## config.mk

```make
export PLATFORM = sky130hd
export DESIGN_NAME = rms_voltage_meter_unit
export DESIGN_NICKNAME = d
export VERILOG_FILES = /design/src/sv/rvm_pkg.sv /design/src/sv/rvm_serial_div.sv /design/src/sv/rvm_mapper.sv /design/src/sv/rvm_isqrt.sv /design/src/sv/rms_voltage_meter_unit.sv
export SDC_FILE = /design/constraint.sdc
export NUM_CORES = 1
export LEC_CHECK = 0
export BUFFER_PORTS_ARGS = -buffer_cell sky130_fd_sc_hd__buf_2
export CAP_MARGIN = 20
export CORE_MARGIN = 5
export CORE_UTILIZATION = 53
export DETAILED_ROUTE_END_ITERATION = 10
export PLACE_DENSITY = 0.68
export SLEW_MARGIN = 25
export SYNTH_ARGS = -nofsm -noshare
export SYNTH_HDL_FRONTEND = slang
export SYNTH_SLANG_ARGS = --single-unit
```

## constraint.sdc

```tcl
create_clock -name aclk -period 10.31 [get_ports aclk]
set_clock_uncertainty 0.2 [all_clocks]
set_input_delay 1.031 -clock aclk [delete_from_list [all_inputs] [get_ports aclk]]
set_output_delay 1.031 -clock aclk [all_outputs]
set_load 0.1 [all_outputs]
```

## src/sv/rvm_pkg.sv

```systemverilog
package rvm_pkg;

    localparam int ADC_BITS   = 12;
    localparam int PEAK_W     = 10;
    localparam int RISE_W     = PEAK_W + 1;
    localparam int PROD_W     = ADC_BITS + RISE_W;
    localparam int VMAG_W     = PROD_W;
    localparam int SQ_W       = 2 * VMAG_W;
    localparam int FRAC_SHIFT = 8;
    localparam int ROOT_W     = 27;
    localparam int SCL_W      = 2 * ROOT_W;
    localparam int RMS_W      = 28;
    localparam int SAMP_W     = 11;

    localparam int MAX_SAMPLES_DEF = 1024;

    localparam int CFG_IDX_W  = 2;
    localparam int CFG_DATA_W = ADC_BITS;

    localparam logic [CFG_IDX_W-1:0] CFG_ADC_LOW    = 2'd0;
    localparam logic [CFG_IDX_W-1:0] CFG_ADC_HIGH   = 2'd1;
    localparam logic [CFG_IDX_W-1:0] CFG_PEAK_VOLTS = 2'd2;

    localparam logic [ADC_BITS-1:0] ADC_LOW_RST    = 12'd2256;
    localparam logic [ADC_BITS-1:0] ADC_HIGH_RST   = 12'd3024;
    localparam logic [PEAK_W-1:0]   PEAK_VOLTS_RST = 10'd311;

endpackage

```

## src/sv/rvm_serial_div.sv

```systemverilog
module rvm_serial_div #(
    parameter int NUM_W = 23,
    parameter int DEN_W = 12
) (
    input  logic             aclk,
    input  logic             aresetn,
    input  logic             start,
    input  logic [NUM_W-1:0] num,
    input  logic [DEN_W-1:0] den,
    output logic             done,
    output logic [NUM_W-1:0] quo
);

    localparam int CNT_W = $clog2(NUM_W + 1);

    logic [NUM_W-1:0] quo_reg;
    logic [DEN_W-1:0] rem_reg;
    logic [CNT_W-1:0] cnt_reg;
    logic             busy_reg;
    logic             done_reg;

    logic [DEN_W:0] trial;
    logic [DEN_W:0] diff;
    logic           fits;

    assign trial = {rem_reg, quo_reg[NUM_W-1]};
    assign fits  = trial >= {1'b0, den};
    assign diff  = trial - {1'b0, den};

    always_ff @(posedge aclk) begin
        if (!aresetn) begin
            busy_reg <= 1'b0;
            done_reg <= 1'b0;
        end else begin
            done_reg <= 1'b0;
            if (start) begin
                quo_reg  <= num;
                rem_reg  <= '0;
                cnt_reg  <= CNT_W'(NUM_W);
                busy_reg <= 1'b1;
            end else if (busy_reg) begin
                quo_reg <= {quo_reg[NUM_W-2:0], fits};
                rem_reg <= fits ? diff[DEN_W-1:0] : trial[DEN_W-1:0];
                cnt_reg <= cnt_reg - 1'b1;
                if (cnt_reg == CNT_W'(1)) begin
                    busy_reg <= 1'b0;
                    done_reg <= 1'b1;
                end
            end
        end
    end

    assign done = done_reg;
    assign quo  = quo_reg;

endmodule

```

## src/sv/rvm_mapper.sv

```systemverilog
module rvm_mapper (
    input  logic                          aclk,
    input  logic                          aresetn,
    input  logic                          start,
    input  logic [rvm_pkg::ADC_BITS-1:0]  sample,
    input  logic [rvm_pkg::ADC_BITS-1:0]  adc_low,
    input  logic [rvm_pkg::ADC_BITS-1:0]  adc_high,
    input  logic [rvm_pkg::PEAK_W-1:0]    peak_volts,
    output logic                          done,
    output logic [rvm_pkg::VMAG_W-1:0]    mag
);

    import rvm_pkg::*;

    localparam int CNT_W = $clog2(ADC_BITS + 1);

    typedef enum logic [1:0] {
        M_IDLE,
        M_MUL,
        M_DIV
    } map_state_t;

    map_state_t           state_reg;
    logic [ADC_BITS-1:0]  mplier_reg;
    logic [PROD_W-1:0]    mcand_reg;
    logic [PROD_W-1:0]    prod_reg;
    logic [ADC_BITS-1:0]  den_reg;
    logic                 neg_reg;
    logic [CNT_W-1:0]     cnt_reg;
    logic                 div_start_reg;
    logic                 done_reg;
    logic [VMAG_W-1:0]    mag_reg;

    logic [ADC_BITS:0]    delta;
    logic [ADC_BITS:0]    run;
    logic [ADC_BITS:0]    delta_abs;
    logic [ADC_BITS:0]    run_abs;
    logic [RISE_W-1:0]    rise;
    logic                 div_done;
    logic [PROD_W-1:0]    div_quo;
    logic [PROD_W+1:0]    q_signed;
    logic [PROD_W+1:0]    v_signed;
    logic [PROD_W+1:0]    v_abs;

    assign delta     = {1'b0, sample} - {1'b0, adc_low};
    assign run       = {1'b0, adc_high} - {1'b0, adc_low};
    assign delta_abs = delta[ADC_BITS] ? ('0 - delta) : delta;
    assign run_abs   = run[ADC_BITS] ? ('0 - run) : run;
    assign rise      = {peak_volts, 1'b0};

    assign q_signed = neg_reg ? ('0 - {2'b00, div_quo}) : {2'b00, div_quo};
    assign v_signed = q_signed - (PROD_W + 2)'(peak_volts);
    assign v_abs    = v_signed[PROD_W+1] ? ('0 - v_signed) : v_signed;

    rvm_serial_div #(
        .NUM_W(PROD_W),
        .DEN_W(ADC_BITS)
    ) u_div (
        .aclk   (aclk),
        .aresetn(aresetn),
        .start  (div_start_reg),
        .num    (prod_reg),
        .den    (den_reg),
        .done   (div_done),
        .quo    (div_quo)
    );

    always_ff @(posedge aclk) begin
        if (!aresetn) begin
            state_reg     <= M_IDLE;
            div_start_reg <= 1'b0;
            done_reg      <= 1'b0;
        end else begin
            div_start_reg <= 1'b0;
            done_reg      <= 1'b0;
            unique case (state_reg)
                M_IDLE: begin
                    if (start) begin
                        if (run == '0) begin
                            mag_reg  <= VMAG_W'(1);
                            done_reg <= 1'b1;
                        end else begin
                            mplier_reg <= delta_abs[ADC_BITS-1:0];
                            mcand_reg  <= PROD_W'(rise);
                            prod_reg   <= '0;
                            den_reg    <= run_abs[ADC_BITS-1:0];
                            neg_reg    <= delta[ADC_BITS] ^ run[ADC_BITS];
                            cnt_reg    <= CNT_W'(ADC_BITS);
                            state_reg  <= M_MUL;
                        end
                    end
                end
                M_MUL: begin
                    if (mplier_reg[0]) begin
                        prod_reg <= prod_reg + mcand_reg;
                    end
                    mcand_reg  <= mcand_reg << 1;
                    mplier_reg <= mplier_reg >> 1;
                    cnt_reg    <= cnt_reg - 1'b1;
                    if (cnt_reg == CNT_W'(1)) begin
                        div_start_reg <= 1'b1;
                        state_reg     <= M_DIV;
                    end
                end
                M_DIV: begin
                    if (div_done) begin
                        mag_reg   <= v_abs[VMAG_W-1:0];
                        done_reg  <= 1'b1;
                        state_reg <= M_IDLE;
                    end
                end
                default: begin
                    state_reg <= M_IDLE;
                end
            endcase
        end
    end

    assign done = done_reg;
    assign mag  = mag_reg;

endmodule

```

## src/sv/rvm_isqrt.sv

```systemverilog
module rvm_isqrt (
    input  logic                        aclk,
    input  logic                        aresetn,
    input  logic                        start,
    input  logic [rvm_pkg::SCL_W-1:0]   x,
    output logic                        done,
    output logic [rvm_pkg::ROOT_W-1:0]  root
);

    import rvm_pkg::*;

    localparam int CNT_W = $clog2(ROOT_W + 1);

    logic [SCL_W-1:0]  x_reg;
    logic [ROOT_W:0]   rem_reg;
    logic [ROOT_W-1:0] root_reg;
    logic [CNT_W-1:0]  cnt_reg;
    logic              busy_reg;
    logic              done_reg;

    logic [ROOT_W+2:0] trial;
    logic [ROOT_W+2:0] test;
    logic [ROOT_W+2:0] diff;
    logic              fits;

    assign trial = {rem_reg, x_reg[SCL_W-1 -: 2]};
    assign test  = {1'b0, root_reg, 2'b01};
    assign fits  = trial >= test;
    assign diff  = trial - test;

    always_ff @(posedge aclk) begin
        if (!aresetn) begin
            busy_reg <= 1'b0;
            done_reg <= 1'b0;
        end else begin
            done_reg <= 1'b0;
            if (start) begin
                x_reg    <= x;
                rem_reg  <= '0;
                root_reg <= '0;
                cnt_reg  <= CNT_W'(ROOT_W);
                busy_reg <= 1'b1;
            end else if (busy_reg) begin
                x_reg    <= x_reg << 2;
                rem_reg  <= fits ? diff[ROOT_W:0] : trial[ROOT_W:0];
                root_reg <= {root_reg[ROOT_W-2:0], fits};
                cnt_reg  <= cnt_reg - 1'b1;
                if (cnt_reg == CNT_W'(1)) begin
                    busy_reg <= 1'b0;
                    done_reg <= 1'b1;
                end
            end
        end
    end

    assign done = done_reg;
    assign root = root_reg;

endmodule

```

## src/sv/rms_voltage_meter_unit.sv

```systemverilog
// True RMS voltage meter. ADC words arrive on the s_ channel (s_sample, s_last) with a
// valid/ready handshake; s_last marks the final word of a measurement window. Each word is
// mapped to volts, squared and summed. The word with s_last set produces one result word on
// the m_ channel: the RMS voltage with four fractional bits, the number of samples used, an
// overflow flag for dropped samples and a flag for equal range ends.
// The block works on one word at a time. A word that is not last goes through a bit-serial
// multiply and a restoring divide, which map it to volts, and then a bit-serial square. The
// last word adds a serial division of the scaled sum by the count (one cycle per bit) and a
// square root. A word that arrives on a full window is dropped at once.
// The result sits in an output register, so a new window can start while the receiver
// stalls; the block waits only when a second result is ready and the first has not been
// taken. Reset clears the sums, the count and the overflow flag, empties the output register
// and loads the default range registers. Range registers are written through cfg_we,
// cfg_index and cfg_data; the user must write them only while the block is idle, as the
// block itself does not enforce this.
module rms_voltage_meter_unit #(
    parameter int MAX_SAMPLES = rvm_pkg::MAX_SAMPLES_DEF
) (
    input  logic                            aclk,
    input  logic                            aresetn,
    input  logic                            s_valid,
    output logic                            s_ready,
    input  logic [rvm_pkg::ADC_BITS-1:0]    s_sample,
    input  logic                            s_last,
    output logic                            m_valid,
    input  logic                            m_ready,
    output logic [rvm_pkg::RMS_W-1:0]       m_rms_q4,
    output logic [rvm_pkg::SAMP_W-1:0]      m_samples_used,
    output logic                            m_window_overflow,
    output logic                            m_range_error,
    input  logic                            cfg_we,
    input  logic [rvm_pkg::CFG_IDX_W-1:0]   cfg_index,
    input  logic [rvm_pkg::CFG_DATA_W-1:0]  cfg_data
);

    import rvm_pkg::*;

    localparam int CNT_W    = $clog2(MAX_SAMPLES + 1);
    localparam int SUM_W    = SQ_W + $clog2(MAX_SAMPLES);
    localparam int DNUM_W   = SUM_W + FRAC_SHIFT;
    localparam int SQ_CNT_W = $clog2(VMAG_W + 1);

    typedef enum logic [2:0] {
        T_IDLE,
        T_MAP,
        T_SQR,
        T_MEAN,
        T_ROOT,
        T_EMIT
    } top_state_t;

    top_state_t            state_reg;
    logic [ADC_BITS-1:0]   adc_low_reg;
    logic [ADC_BITS-1:0]   adc_high_reg;
    logic [PEAK_W-1:0]     peak_volts_reg;
    logic [ADC_BITS-1:0]   sample_reg;
    logic                  last_reg;
    logic [SUM_W-1:0]      sum_reg;
    logic [CNT_W-1:0]      count_reg;
    logic                  ovf_reg;
    logic [VMAG_W-1:0]     sq_mplier_reg;
    logic [SQ_W-1:0]       sq_mcand_reg;
    logic [SQ_CNT_W-1:0]   sq_cnt_reg;
    logic                  map_start_reg;
    logic                  mean_start_reg;
    logic                  root_start_reg;
    logic                  m_valid_reg;
    logic [RMS_W-1:0]      rms_reg;
    logic [SAMP_W-1:0]     used_reg;
    logic                  wovf_reg;
    logic                  rerr_reg;

    logic                  map_done;
    logic [VMAG_W-1:0]     map_mag;
    logic                  mean_done;
    logic [DNUM_W-1:0]     mean_quo;
    logic                  root_done;
    logic [ROOT_W-1:0]     root_val;

    assign s_ready = (state_reg == T_IDLE);

    rvm_mapper u_mapper (
        .aclk      (aclk),
        .aresetn   (aresetn),
        .start     (map_start_reg),
        .sample    (sample_reg),
        .adc_low   (adc_low_reg),
        .adc_high  (adc_high_reg),
        .peak_volts(peak_volts_reg),
        .done      (map_done),
        .mag       (map_mag)
    );

    rvm_serial_div #(
        .NUM_W(DNUM_W),
        .DEN_W(CNT_W)
    ) u_mean_div (
        .aclk   (aclk),
        .aresetn(aresetn),
        .start  (mean_start_reg),
        .num    ({sum_reg, {FRAC_SHIFT{1'b0}}}),
        .den    (count_reg),
        .done   (mean_done),
        .quo    (mean_quo)
    );

    rvm_isqrt u_isqrt (
        .aclk   (aclk),
        .aresetn(aresetn),
        .start  (root_start_reg),
        .x      (mean_quo[SCL_W-1:0]),
        .done   (root_done),
        .root   (root_val)
    );

    always_ff @(posedge aclk) begin
        if (!aresetn) begin
            adc_low_reg    <= ADC_LOW_RST;
            adc_high_reg   <= ADC_HIGH_RST;
            peak_volts_reg <= PEAK_VOLTS_RST;
        end else if (cfg_we) begin
            unique case (cfg_index)
                CFG_ADC_LOW:    adc_low_reg    <= cfg_data[ADC_BITS-1:0];
                CFG_ADC_HIGH:   adc_high_reg   <= cfg_data[ADC_BITS-1:0];
                CFG_PEAK_VOLTS: peak_volts_reg <= cfg_data[PEAK_W-1:0];
                default: begin
                end
            endcase
        end
    end

    always_ff @(posedge aclk) begin
        if (!aresetn) begin
            state_reg      <= T_IDLE;
            sum_reg        <= '0;
            count_reg      <= '0;
            ovf_reg        <= 1'b0;
            map_start_reg  <= 1'b0;
            mean_start_reg <= 1'b0;
            root_start_reg <= 1'b0;
            m_valid_reg    <= 1'b0;
        end else begin
            map_start_reg  <= 1'b0;
            mean_start_reg <= 1'b0;
            root_start_reg <= 1'b0;
            if (m_ready) begin
                m_valid_reg <= 1'b0;
            end
            unique case (state_reg)
                T_IDLE: begin
                    if (s_valid) begin
                        sample_reg <= s_sample;
                        last_reg   <= s_last;
                        if (count_reg < CNT_W'(MAX_SAMPLES)) begin
                            map_start_reg <= 1'b1;
                            state_reg     <= T_MAP;
                        end else begin
                            ovf_reg <= 1'b1;
                            if (s_last) begin
                                mean_start_reg <= 1'b1;
                                state_reg      <= T_MEAN;
                            end
                        end
                    end
                end
                T_MAP: begin
                    if (map_done) begin
                        sq_mplier_reg <= map_mag;
                        sq_mcand_reg  <= SQ_W'(map_mag);
                        sq_cnt_reg    <= SQ_CNT_W'(VMAG_W);
                        state_reg     <= T_SQR;
                    end
                end
                T_SQR: begin
                    if (sq_mplier_reg[0]) begin
                        sum_reg <= sum_reg + SUM_W'(sq_mcand_reg);
                    end
                    sq_mcand_reg  <= sq_mcand_reg << 1;
                    sq_mplier_reg <= sq_mplier_reg >> 1;
                    sq_cnt_reg    <= sq_cnt_reg - 1'b1;
                    if (sq_cnt_reg == SQ_CNT_W'(1)) begin
                        count_reg <= count_reg + 1'b1;
                        if (last_reg) begin
                            mean_start_reg <= 1'b1;
                            state_reg      <= T_MEAN;
                        end else begin
                            state_reg <= T_IDLE;
                        end
                    end
                end
                T_MEAN: begin
                    if (mean_done) begin
                        root_start_reg <= 1'b1;
                        state_reg      <= T_ROOT;
                    end
                end
                T_ROOT: begin
                    if (root_done) begin
                        state_reg <= T_EMIT;
                    end
                end
                T_EMIT: begin
                    if (!m_valid_reg || m_ready) begin
                        rms_reg     <= (count_reg == '0) ? '0 : RMS_W'(root_val);
                        used_reg    <= SAMP_W'(count_reg);
                        wovf_reg    <= ovf_reg;
                        rerr_reg    <= (adc_low_reg == adc_high_reg);
                        m_valid_reg <= 1'b1;
                        sum_reg     <= '0;
                        count_reg   <= '0;
                        ovf_reg     <= 1'b0;
                        state_reg   <= T_IDLE;
                    end
                end
                default: begin
                    state_reg <= T_IDLE;
                end
            endcase
        end
    end

    assign m_valid           = m_valid_reg;
    assign m_rms_q4          = rms_reg;
    assign m_samples_used    = used_reg;
    assign m_window_overflow = wovf_reg;
    assign m_range_error     = rerr_reg;

endmodule

```

Yosys cells after proc, flatten, opt, wreduce, memory -nomap -nowiden

Cells that the tools add are included.

Input port bits: 32
Bits in registers: 581
Output and inout bits: 43
Logic and storage cells: 240

Multiplexer cells: 96
Bitwise gates (word level): 6
$add $sub $neg: 18
Eq/ne operators: 30
$lt $le $gt $ge: 4
Reduce and logical (&&, ||, !) cells: 38

Operators with widths:

| cell                                              | count |
|---|---|
| two-way mux 23 bit                                | 12 |
| case mux 23 bit (2 select lines)                  | 4 |
| two-way mux 64 bit                                | 2 |
| two-way mux 56 bit                                | 2 |
| case mux 56 bit (2 select lines)                  | 1 |
| two-way mux 54 bit                                | 2 |
| case mux 46 bit (2 select lines)                  | 1 |
| two-way mux 12 bit                                | 6 |
| adder 56 x 46 -> 56 bit                           | 1 |
| two-way mux 28 bit                                | 2 |
| two-way mux 46 bit                                | 1 |
| two-way mux 11 bit                                | 4 |
| >= comparator 30 x 29 -> 1 bit                    | 1 |
| two-way mux 1 bit                                 | 29 |
| subtractor 28 bit                                 | 1 |
| two-way mux 27 bit                                | 1 |
| subtractor 12 x 12 -> 13 bit                      | 2 |
| two-way mux 25 bit                                | 1 |
| subtractor 25 x 10 -> 25 bit                      | 1 |
| two-way mux 3 bit                                 | 8 |
| case mux 12 bit (2 select lines)                  | 1 |
| subtractor 1 x 12 -> 12 bit, first input constant | 2 |
| subtractor 1 x 23 -> 24 bit, first input constant | 1 |
| adder 23 bit                                      | 1 |
| 47 further kinds                                  | 105 |

Depth between registers and ports, before layout

Gate-level depths: netlist (run 1).

Word-level depth: 7
Depth in mapped cells: 19

Hierarchy

A second synthesis (run 1) with hierarchy kept.

Cell total of the unflattened synthesis: 3,119
Area total of the unflattened synthesis: 32,976.6 um^2

By module, submodules not included:

| module                           | area each (um^2) | cells each | times used |
|---|---|---|---|
| rms_voltage_meter_unit           | 11,850.1         | 1,209      | 1 |
| rvm_mapper                       | 8,096.5          | 874        | 1 |
| rvm_isqrt                        | 6,354.8          | 532        | 1 |
| rvm_serial_div at u_mean_div     | 4,229.1          | 299        | 1 |
| rvm_serial_div at u_mapper.u_div | 2,446.1          | 205        | 1 |

Worst setup path after synthesis (run 1)

Ideal clock, no wire load.

Path type: input to register
Start: input aresetn
End: register sq_cnt_reg[0] (enable)
Data required time: 9.498 ns
Slack: 2.809 ns
Arrival: 6.689 ns
Setup time: 0.612 ns
Stages on the path: 2
Cells stage by stage: clkbuf_1 > nor3b_1

Cells in the longest elaborated chain, start to end: 1

RTL lines:

| what                          | RTL line                      | source |
|---|---|---|
| from (decl)                   | rms_voltage_meter_unit.sv:20  | `input logic aresetn,` |
| AND reduction 3 bit (no line) | -                             |  |
| to (signal assigned)          | rms_voltage_meter_unit.sv:170 | `sq_cnt_reg <= SQ_CNT_W'(VMAG_W);` |
| to (signal assigned)          | rms_voltage_meter_unit.sv:180 | `sq_cnt_reg <= sq_cnt_reg - 1'b1;` |
| to (decl)                     | rms_voltage_meter_unit.sv:63  | `logic [SQ_CNT_W-1:0] sq_cnt_reg;` |

No other way between the ends.
A chain may end at the register's enable or synchronous reset.

Final worst setup path (run 1)

Start: register u_mapper.u_div.quo_reg[0], in the netlist u_mapper.u_div.quo[0]
End: register u_mapper.mag_reg[19], in the netlist u_mapper.mag[19], data pin

Cells in the longest elaborated chain, start to end: 7

RTL lines:

| what                                 | RTL line             | source |
|---|---|---|
| from (decl)                          | rvm_serial_div.sv:16 | `logic [NUM_W-1:0] quo_reg;` |
| from (signal assigned)               | rvm_serial_div.sv:37 | `quo_reg <= num;` |
| from (signal assigned)               | rvm_serial_div.sv:42 | `quo_reg <= {quo_reg[NUM_W-2:0], fits};` |
| subtractor 1 x 23 -> 24 bit          | rvm_mapper.sv:51     | `assign q_signed = neg_reg ? ('0 - {2'b00, div_quo}) : {2'b00, div_quo};` |
| two-way mux 25 bit (*)               | rvm_mapper.sv:51     |  |
| subtractor 25 x 10 -> 25 bit (*)     | rvm_mapper.sv:52     | `assign v_signed = q_signed - (PROD_W + 2)'(peak_volts);` |
| subtractor 1 x 23 -> 23 bit          | rvm_mapper.sv:53     | `assign v_abs = v_signed[PROD_W+1] ? ('0 - v_signed) : v_signed;` |
| two-way mux 23 bit (*)               | rvm_mapper.sv:53     |  |
| two-way mux 23 bit (*)               | rvm_mapper.sv:106    | `if (div_done) begin` |
| case mux 23 bit (2 select lines) (*) | rvm_mapper.sv:76     | `unique case (state_reg)` |
| to (signal assigned)                 | rvm_mapper.sv:107    | `mag_reg <= v_abs[VMAG_W-1:0];` |
| to (decl)                            | rvm_mapper.sv:32     | `logic [VMAG_W-1:0] mag_reg;` |

Mark *: on every way between the ends. The rest lies on a longest branch, timed or not. The select of a mux whose other input is x is not followed.

==> results of run 1 <==
-- worst max path at each step --
stage,startpoint,end,slack [ns],depth (start not counted)
finish,u_mapper.u_div.quo[0]$_SDFFCE_PP0P_,u_mapper.mag[19]$_SDFFCE_PP0P_,5.14,14
global route,u_mapper.u_div.quo[1]$_DFFE_PP_,u_mapper.mag[21]$_SDFFCE_PP0P_,4.78,14
CTS,u_mapper.u_div.quo[1]$_DFFE_PP_,u_mapper.mag[14]$_SDFFCE_PP0P_,5.14,17
detailed placement,u_mapper.u_div.quo[1]$_DFFE_PP_,u_mapper.mag[14]$_SDFFCE_PP0P_,5.15,17
global placement,u_mapper.u_div.quo[0]$_SDFFCE_PP0P_,u_mapper.mag[14]$_SDFFCE_PP0P_,5.17,17
floorplan,aresetn,sq_cnt_reg[0]$_SDFFCE_PN1P_,2.81,2
-- stage by stage --
stage / hold WS [ns] / setup slack, ns
floorplan: 0.209 / 2.81
global placement: 0.255 / 5.17
detailed placement: 0.256 / 5.15
CTS: 0.268 / 5.14
global route: 0.290 / 4.78
finish: 0.266 / 5.14
-- metal layers --
layer	share of wire [%]	track usage, %
met1	43	26.7
met2	50	37.3
met3	3.9	2.70
met4	2.3	5.68
met5	0	0
-- worst max-delay path: cells and delay by family (launching register included) --
family,cells,cell delay [ns]
compound gates,3,0.79
flops,1,0.42
xor+xnor,2,0.30
buf+inv,1,0.14
fa+ha+maj,2,0.46
simple gates,6,2.57
-- cells by family after synthesis --
group / Yosys count
and+or+nand+nor: 1014
muxes: 165
xor gates and xnor gates: 203
adders and majority gates: 176
other: 1
AOI/OAI and AO/OA: 596
buffers and inverters: 272
DFF: 578
-- power by group through the flow --
stage	sequential, mW	clock, mW	combinational (mW)
final	2.65	2.31	0.714
after detailed placement	2.71	0	0.703
after global placement	2.70	0	0.683
after floorplan	2.69	0	0.546
after global routing	2.66	2.45	0.795
after CTS	2.66	2.36	0.708
-- synth_stat cells, types with 63 or more instances --
master / number
o21ai_0: 122
ha_1: 169
xor2_1: 79
nor2b_1: 63
nor2_1: 252
clkbuf_1: 105
nand2_1: 321
a21oi_1: 135
a21o_1: 73
mux2_2: 128
xnor2_1: 124
edfxtp_1: 459
inv_1: 149
dfxtp_1: 119
-- placed cells by master (no fill, tap or decap), types with 9 or more instances in the layout --
| cell | n |
|---|---|
| edfxtp_1 | 459 |
| nand2_1 | 321 |
| nor2_1 | 251 |
| ha_1 | 169 |
| inv_1 | 149 |
| a21oi_1 | 135 |
| mux2_2 | 128 |
| xnor2_1 | 124 |
| o21ai_0 | 121 |
| dfxtp_1 | 117 |
| xor2_1 | 79 |
| a21o_1 | 73 |
| buf_2 | 73 |
| clkbuf_16 | 64 |
| nor2b_1 | 62 |
| and2_1 | 57 |
| nor3_1 | 53 |
| and3_1 | 51 |
| nand3_1 | 45 |
| nand2b_1 | 37 |
| mux2i_1 | 37 |
| a22oi_1 | 30 |
| nand4_1 | 28 |
| a21boi_0 | 28 |
| or3_1 | 24 |
| a31oi_1 | 22 |
| buf_4 | 22 |
| o21bai_1 | 20 |
| a211oi_1 | 20 |
| o211ai_1 | 19 |
| nor4_1 | 17 |
| o31ai_1 | 17 |
| o21a_1 | 14 |
| nor3b_1 | 14 |
| clkbuf_1 | 14 |
| or2_2 | 12 |
| o41ai_1 | 10 |
| clkbuf_8 | 9 |
-- layout make-up --
class                           count  area share (%)
Antenna cell                        1         0.00711
Clock buffer                       87            5.05
Clock inverter                     28           0.992
Inverter                          149            1.59
Multi-Input combinational cell   2155            41.9
Sequential cell                   578            45.9
Tap cell                          782            2.78
Timing Repair Buffer               99            1.69
==> results_dict.tcl, run 1 <==
set metrics [dict create \
    fin_cells 3879 \
    synth_xor_area_share_pct 5.57 \
    min_path_type "register to register" \
    fin_crit_sh_pct 50.1 \
    io_pins 75 \
    io_buffers 73 \
    yosys.area.top_type "edfxtp_1" \
    worstPathCellList "inv_1 > ha_1 > or4b_2 > o21ai_0 > xnor2_1 > ha_1 > or2_2 > o311a_1 > or4b_2 > nor3b_1 > and3_1 > a41oi_1 > xnor2_1 > nor2_1" \
    worstMarginPinSlew_ns 0.984 \
    grt_pass1_vias 22600 \
    cts_root_buf "clkbuf_16" \
    place_congestion 0.893 \
    dr.first_iter.drc_count 1368 \
    layout-drive-gt1-share_pct 12.0 \
    slowest_stage "or4b_2" \
    synth_top_flop_cell "edfxtp_1" \
    worstSetupPathType "register to register" \
    timing.slew.headroom_pct 32.7 \
    cp_max_fo 6 \
    combPwrFrac_pct 12.6 \
    yosys-top-cells-area "edfxtp_1 (43%), dfxtp_1 (7.5%), ha_1 (6.6%)" \
    seqPwrFrac_pct 46.8 \
    min-delay-start "peak_volts_reg[9]$_SDFFE_PN0P_" \
    slowest_delay_ns 0.73 \
    final-seq-area_sq_um 16200 \
    r2r_slack_ns 5.14 \
    setup_tns_ns 0 \
    min_path_cells 2 \
    area_delta_synth_final_pct 10.3 \
    grt-ovfl-total 0 \
    design_area_sq_um 35200 \
    synth_edf_count 459 \
    seq_area_frac_synth_pct 50.7 \
    synth-simple-area-share_pct 15.4 \
    ys_seq_elements 578 \
    whs_endpoint "peak_volts_reg[9]$_SDFFE_PN0P_" \
    yosys.area_share.adder_pct 7.07 \
    reg2reg_to "u_mapper.mag[19]$_SDFFCE_PP0P_" \
    ant_nets 0 \
    post_cts_resized 0 \
    yosysWarnings 0 \
    hpwl_um 49300 \
    outcome "finished clean" \
    hold_viol 0 \
    cts.sinks 578 \
    p_sw_mw 1.44 \
    clkLatencyLatePin_ns 0.64 \
    postCtsSetupBuffers 0 \
    cts_buffer_depth 3 \
    synth_compound_area_share_pct 12.3 \
    synthArstFlopShare_pct 0 \
    rsz0062_at_grt "no" \
    multi_input_area_sq_um 14800 \
    r2r_start "u_mapper.u_div.quo[0]$_SDFFCE_PP0P_" \
    cp.required_ns 10.43 \
    initial_core_util_pct 53.2 \
    route.detailed.wl_per_inst_um 18.1 \
    r2r_cells 14 \
    die_w_um 255 \
    grt_usage_pct 20.8 \
    hold_buffers 0 \
    setup_viol 0 \
    fill_cells 4976 \
    chipHeight_um 255 \
    dieArea_sq_um 65200 \
    final_util_pct 58.6 \
    finalPower_mw 5.67 \
    p_clk_share_pct 40.6 \
    place_area_sq_um 33000 \
    htreeDepth 2 \
    worst_setup_path_end_kind "register" \
    drv_cap 0 \
    finalNetCount 3252 \
    cts.reportedPaths.clkPinSlew_ns 0.06 \
    drv_slew 0 \
    timing.fmax_ghz 0.194 \
    cts_tree "yes" \
    std_cell_rows 90 \
    start_kind "register" \
    synth_area_per_cell_sq_um 10.6 \
    ys_types 81 \
    synth_top_family_by_area "simple AND/OR/NAND/NOR gates" \
    drc 0 \
    first_pass_iters 5 \
    ir_drop_mv 0.132 \
    min_period_ns 5.17 \
    largest_reg_flops 64 \
    grt_max_degree 86 \
    netSwitchingFraction_pct 25.4 \
    power.density_nw_per_um2 161 \
    dp_cells 3760 \
    vias 22500 \
    via_per_inst 5.80 \
    leakage_nw 13.5 \
    grt_pass1_wl_um 115000 \
    core_area_sq_um 60000 \
    syn_inst 3005 \
    power.internal_mw 4.23 \
    routed_wl_um 70300 \
    syn_nets 3213 \
    cts_buffers 61 \
    antenna_found_initial 1 \
    synth_area_sq_um 31900 \
    worstPathArrival_ns 5.29 \
    yosys.area.top_type_share_pct 43.2 \
    muxShareOfSynthArea_pct 5.68 \
]
No activity file was read; power rests on OpenSTA's default activity.
==> inputs of run 2 (changes only) <==
ABC_AREA = 1   (was unset)
clock period = 4.85 ns   (was 10.31 ns; I/O delays follow)
==> results_dict.tcl, run 2 <==
set metrics [dict create \
    outcome "finished clean" \
    mostFrequentLayoutCells "nand2_1 (832), edfxtp_1 (459), inv_1 (439)" \
    p_sw_mw 3.80 \
    cts_buffers 60 \
    seqPwrFrac_pct 45.4 \
    synth_top_family_by_area "simple AND/OR/NAND/NOR gates" \
    syn_nets 3986 \
    setup_viol 0 \
    cp_max_fo 31 \
    finalPower_mw 12.9 \
    dieArea_sq_um 66100 \
    crit_top_cell "nand2_1" \
    p_clk_share_pct 35.5 \
    fin_crit_sh_pct 77.9 \
    synth_area_sq_um 32300 \
    rsz0062_at_grt "no" \
    grt_pass1_wl_um 118000 \
    min_period_ns 3.78 \
    slowest_stage "fa_1" \
    fin_cells 4701 \
    io_buffers 73 \
    post-place-ws_ns 1.10 \
    hpwl_um 50800 \
    vias 25200 \
    finalNetCount 4076 \
    timing.fmax_ghz 0.265 \
    final_util_pct 59.4 \
    drc 0 \
    grt_max_degree 101 \
    antenna_found_initial 0 \
    std_cell_rows 90 \
    grt_pass1_vias 24200 \
    fill_cells 5349 \
    worstSetupPathType "register to register" \
    area_delta_synth_final_pct 10.9 \
    layout-drive-gt1-share_pct 7.27 \
    layout_commonest_cell "nand2_1" \
    route.detailed.wl_per_inst_um 15.0 \
    cts.sinks 578 \
    yosysWarnings 0 \
    place_area_sq_um 33600 \
    combPwrFrac_pct 19.1 \
    drv_cap 0 \
    io_pins 75 \
    yosys.area_share.adder_pct 6.97 \
    grt-ovfl-total 0 \
    yosys-top-cells-area "edfxtp_1 (43%), nand2_1 (9.7%), dfxtp_1 (7.4%)" \
    synthArstFlopShare_pct 0 \
    muxShareOfSynthArea_pct 0 \
    synth_edf_count 459 \
    worstPathCellList "buf_4 > o21ai_0 > inv_1 > fa_1 > inv_1 > nand2_1 > nand2_1 > nand3_2 > nand2_1 > nand2_1 > nand2_2 > inv_2 > nand2_1 > nor2_1 > nand3_1 > nor2_2 > a21boi_4 > inv_4 > o21ai_1 > nand3_1 > nand2_1 > nor2_1" \
    synth_xor_area_share_pct 2.79 \
    slowest_delay_ns 0.46 \
    min_path_type "input pin to register" \
    netSwitchingFraction_pct 29.4 \
    design_area_sq_um 35900 \
    synth_compound_area_share_pct 14.4 \
    core_area_sq_um 60400 \
    routed_wl_um 70600 \
    initial_core_util_pct 53.6 \
    synth-simple-area-share_pct 19.4 \
    hold_viol 0 \
    power.density_nw_per_um2 360 \
    start_kind "register" \
    cts_buffer_depth 3 \
    post-synth-top-count-cell "nand2_1" \
    setup_slack_ns 1.07 \
    worst_setup_path_end_kind "register" \
    power.internal_mw 9.11 \
    seq_area_frac_synth_pct 50.0 \
    postCtsSetupBuffers 0 \
    cts_root_buf "clkbuf_16" \
    cts_tree "yes" \
    setup_tns_ns 0 \
    ir_drop_mv 0.335 \
    leakage_nw 14.9 \
    yosys.area.top_type "edfxtp_1" \
    grt_usage_pct 20.9 \
    chipHeight_um 257 \
    synth_top_flop_cell "edfxtp_1" \
    worstPathArrival_ns 3.96 \
    yosys.area.top_type_share_pct 42.6 \
    synth_area_per_cell_sq_um 8.56 \
    ys_seq_elements 578 \
    syn_inst 3778 \
    diodes 0 \
    ys_types 59 \
    htreeDepth 2 \
    drv_slew 0 \
    timing.slew.headroom_pct 31.9 \
    dr.first_iter.drc_count 1620 \
    synth_common_cells "nand2_1 (832), edfxtp_1 (459), inv_1 (439)" \
    worstMarginPinSlew_ns 1.02 \
    largest_reg_flops 64 \
    holdWs_ns 0.114 \
    place_congestion 0.901 \
    clkLatencyLatePin_ns 0.64 \
    dp_cells 4559 \
    ant_nets 0 \
    cp.required_ns 5.03 \
    die_w_um 257 \
    via_per_inst 5.35 \
    first_pass_iters 6 \
    cts.reportedPaths.clkPinSlew_ns 0.06 \
]
==> run 2: changes by cell type after synthesis, moves of 63 or more <==
cell	before	now
nor2b_1	63	0
nand3_1	45	135
a21oi_1	135	353
o21ai_0	122	367
xnor2_1	124	44
nor2_1	252	374
inv_1	149	439
nand2_1	321	832
mux2_2	128	0
==> run 2: power groups by stage <==
stage          logic, mW  registers, mW  clock network [mW]
2_1_floorplan       1.77           6.03                   0
3_3_place_gp        2.40           5.96                   0
3_5_place_dp        2.44           5.96                   0
4_1_cts             2.47           5.86                4.69
5_1_grt             2.79           5.88                4.90
6_report            2.47           5.86                4.58
==> run 2: kinds of logic after synthesis <==
logic type	count (synthesis)
buffers and inverters	553
flip-flops	578
XOR/XNOR	103
adder cells (fa/ha/maj)	176
AND/OR/NAND/NOR	1504
other	1
AO/OA/AOI/OAI	863
==> run 2: repair_timing <==
action | CTS | global route
resized for setup | 0 | 0
setup endpoints to repair | 0 | 0
hold buffers | 28 | 0
hold endpoints to repair | 48 | 0
==> run 2: critical path: cells and delay by family (launching register included) <==
kind / cells / cell delay, ns
buffers and inverters: 5 / 0.67
AOI/OAI and AO/OA: 3 / 0.82
and+or+nand+nor: 13 / 0.98
adders and majority gates: 1 / 0.46
DFF: 1 / 0.37
==> run 2: per-layer routing <==
layer	routed length [um]	global-route usage (%)	part of all wire (%)	vias up
met5	0	0	0	-
met4	2190	6.71	3.1	0
met3	2710	2.49	3.8	132
met2	32700	35.0	46	474
met1	33000	28.6	47	11600
li1	-	-	-	13000
==> run 2: path summary, 6_finish.rpt <==
path | slack (ns) | endpoint | depth (start not counted) | start
max | 1.07 | u_mapper.mag[20]$_SDFFCE_PP0P_ | 22 | u_mapper.neg_reg$_DFFE_PP_
min | 0.11 | peak_volts_reg[9]$_SDFFE_PN0P_ | 3 | cfg_we
max reg2reg | 1.07 | u_mapper.mag[20]$_SDFFCE_PP0P_ | 22 | u_mapper.neg_reg$_DFFE_PP_
min reg2reg | 0.23 | m_samples_used[5]$_DFFE_PP_ | 0 | count_reg[5]$_SDFFE_PN0P_
==> run 2: final cells by class <==
cell class / instances / area [sq um] / share of cell area [%]
clock buffer: 87 / 1710 / 4.75
sequential: 578 / 16200 / 45.1
timing repair buffer: 129 / 913 / 2.55
inverter: 452 / 1700 / 4.74
clock inverter: 26 / 254 / 0.708
multi-input combinational: 2647 / 14200 / 39.5
tap: 782 / 978 / 2.73
==> inputs of run 3 (changes only) <==
ABC_AREA = 0   (was 1)
PLACE_DENSITY = 0.71   (was 0.68)
clock period = 3 ns   (was 4.85 ns; I/O delays follow)
==> results_dict.tcl, run 3 (synthesis gave the netlist of run 1 again) <==
set metrics [dict create \
    htreeDepth 3 \
    setup_slack_ns -1.37 \
    cts.reportedPaths.clkPinSlew_ns 0.06 \
    cts_buffer_depth 3 \
    min_path_type "input pin to register" \
    worstSetupPathType "register to register" \
    grt-ovfl-total 0 \
    dieArea_sq_um 65200 \
    grt_max_degree 98 \
    io_buffers 73 \
    cts_tree "yes" \
    core_area_sq_um 60000 \
    worst_setup_path_end_kind "register" \
    ir_drop_mv 0.476 \
    outcome "finished with violations" \
    initial_core_util_pct 53.2 \
    worstPathArrival_ns 4.63 \
    post-place-ws_ns -1.57 \
    drv_slew 0 \
    worstMarginPinSlew_ns 1.05 \
    die_w_um 255 \
    via_per_inst 5.72 \
    cp_max_fo 5 \
    grt_pass1_wl_um 136000 \
    place_congestion 0.911 \
    holdWs_ns 0.0808 \
    vias 25700 \
    grt_pass1_vias 26700 \
    mostFrequentLayoutCells "buf_4 (519), edfxtp_1 (459), nand2_1 (315)" \
    io_pins 75 \
    cts_root_buf "clkbuf_16" \
    area_delta_synth_final_pct 32.6 \
    finalPower_mw 21.0 \
    rsz0062_at_grt "yes" \
    largest_reg_flops 64 \
    setup_tns_ns -105.40 \
    clkLatencyLatePin_ns 0.62 \
    antenna_found_initial 1 \
    min_period_ns 4.37 \
    chipHeight_um 255 \
    cts_buffers 66 \
    dr.first_iter.drc_count 1718 \
    power.density_nw_per_um2 495 \
    start_kind "register" \
    ant_nets 0 \
    leakage_nw 17.0 \
    hpwl_um 55000 \
    routed_wl_um 84900 \
    hold_viol 0 \
    grt_usage_pct 25.0 \
    drc 0 \
    violations "setup timing" \
    std_cell_rows 90 \
    layout_commonest_cell "buf_4" \
    timing.fmax_ghz 0.229 \
    layout-drive-gt1-share_pct 32.4 \
    drv_cap 0 \
    fin_crit_sh_pct 146 \
    first_pass_iters 5 \
    cts.sinks 578 \
    finalNetCount 3863 \
    cp.required_ns 3.26 \
    route.detailed.wl_per_inst_um 18.9 \
    timing.slew.headroom_pct 29.6 \
    setup_viol 190 \
]
==> run 3: report_power, final <==
group / total, mW / switching (mW) / internal, mW
clock: 8.07 / 3.37 / 4.70
combinational: 3.75 / 2.03 / 1.73
sequential: 9.13 / 0.171 / 8.96
total: 21.0 / 5.57 / 15.4
==> run 3: routing by layer <==
metal | global-route usage [%] | routed length [um]
met1 | 29.5 | 33900
met2 | 45.8 | 44100
met3 | 3.75 | 3500
met4 | 10.0 | 3370
met5 | 0 | 0
==> run 3: cell type report <==
cell class | instances | area (sq um)
clock inverter | 26 | 305
inverter | 149 | 559
tap | 782 | 978
clock buffer | 93 | 1840
timing repair buffer | 695 | 5620
antenna | 2 | 5.00
multi-input combinational | 2165 | 16800
sequential | 578 | 16200
fill | 4127 | 17700
==> run 3: path summary, 6_finish.rpt <==
kind                                   start                        endpoint  slack, ns  depth (start not counted)
max reg2reg  u_mapper.u_div.quo[1]$_DFFE_PP_  u_mapper.mag[22]$_SDFFCE_PP0P_      -1.37                         20
min reg2reg       u_mean_div.done$_SDFF_PP0_       root_start_reg$_SDFF_PN0_       0.24                          2
max          u_mapper.u_div.quo[1]$_DFFE_PP_  u_mapper.mag[22]$_SDFFCE_PP0P_      -1.37                         20
min                                  aresetn  peak_volts_reg[0]$_SDFFE_PN1P_       0.08                          3
==> run 3: metrics by stage <==
stage               cell area (sq um)  util [%]  std cells
floorplan                       32300         -       3005
finish                          42300      70.5       4490
global placement                36700      61.2       4202
global route                    42300      70.5       4488
detailed placement              36700      61.2       4202
CTS                             41400      69.0       4470
==> run 3: worst max-delay path, stage by stage, from the launching register on <==
cell and delay (ns):
edfxtp_1 0.43, buf_4 0.17, inv_2 0.07, ha_4 0.14, or4b_4 0.47, o21ai_2 0.14, xnor2_1 0.13, ha_1 0.26
o21a_1 0.21, o21a_1 0.18, o21a_1 0.20, o31a_1 0.16, buf_4 0.16, nor4_2 0.24, a311oi_1 0.07, buf_4 0.17
nor2_4 0.17, buf_6 0.13, nand3_2 0.09, o31ai_4 0.21, mux2i_1 0.22
==> run 3: timing repair <==
item | in CTS | in global routing
setup buffers | 102 | 42
endpoints found under the hold margin | 50 | 0
gates resized for setup | 232 | 182
endpoints found under the setup margin | 212 | 236
hold buffers | 35 | 0
pin swaps | 113 | 140
cloned | 19 | 1
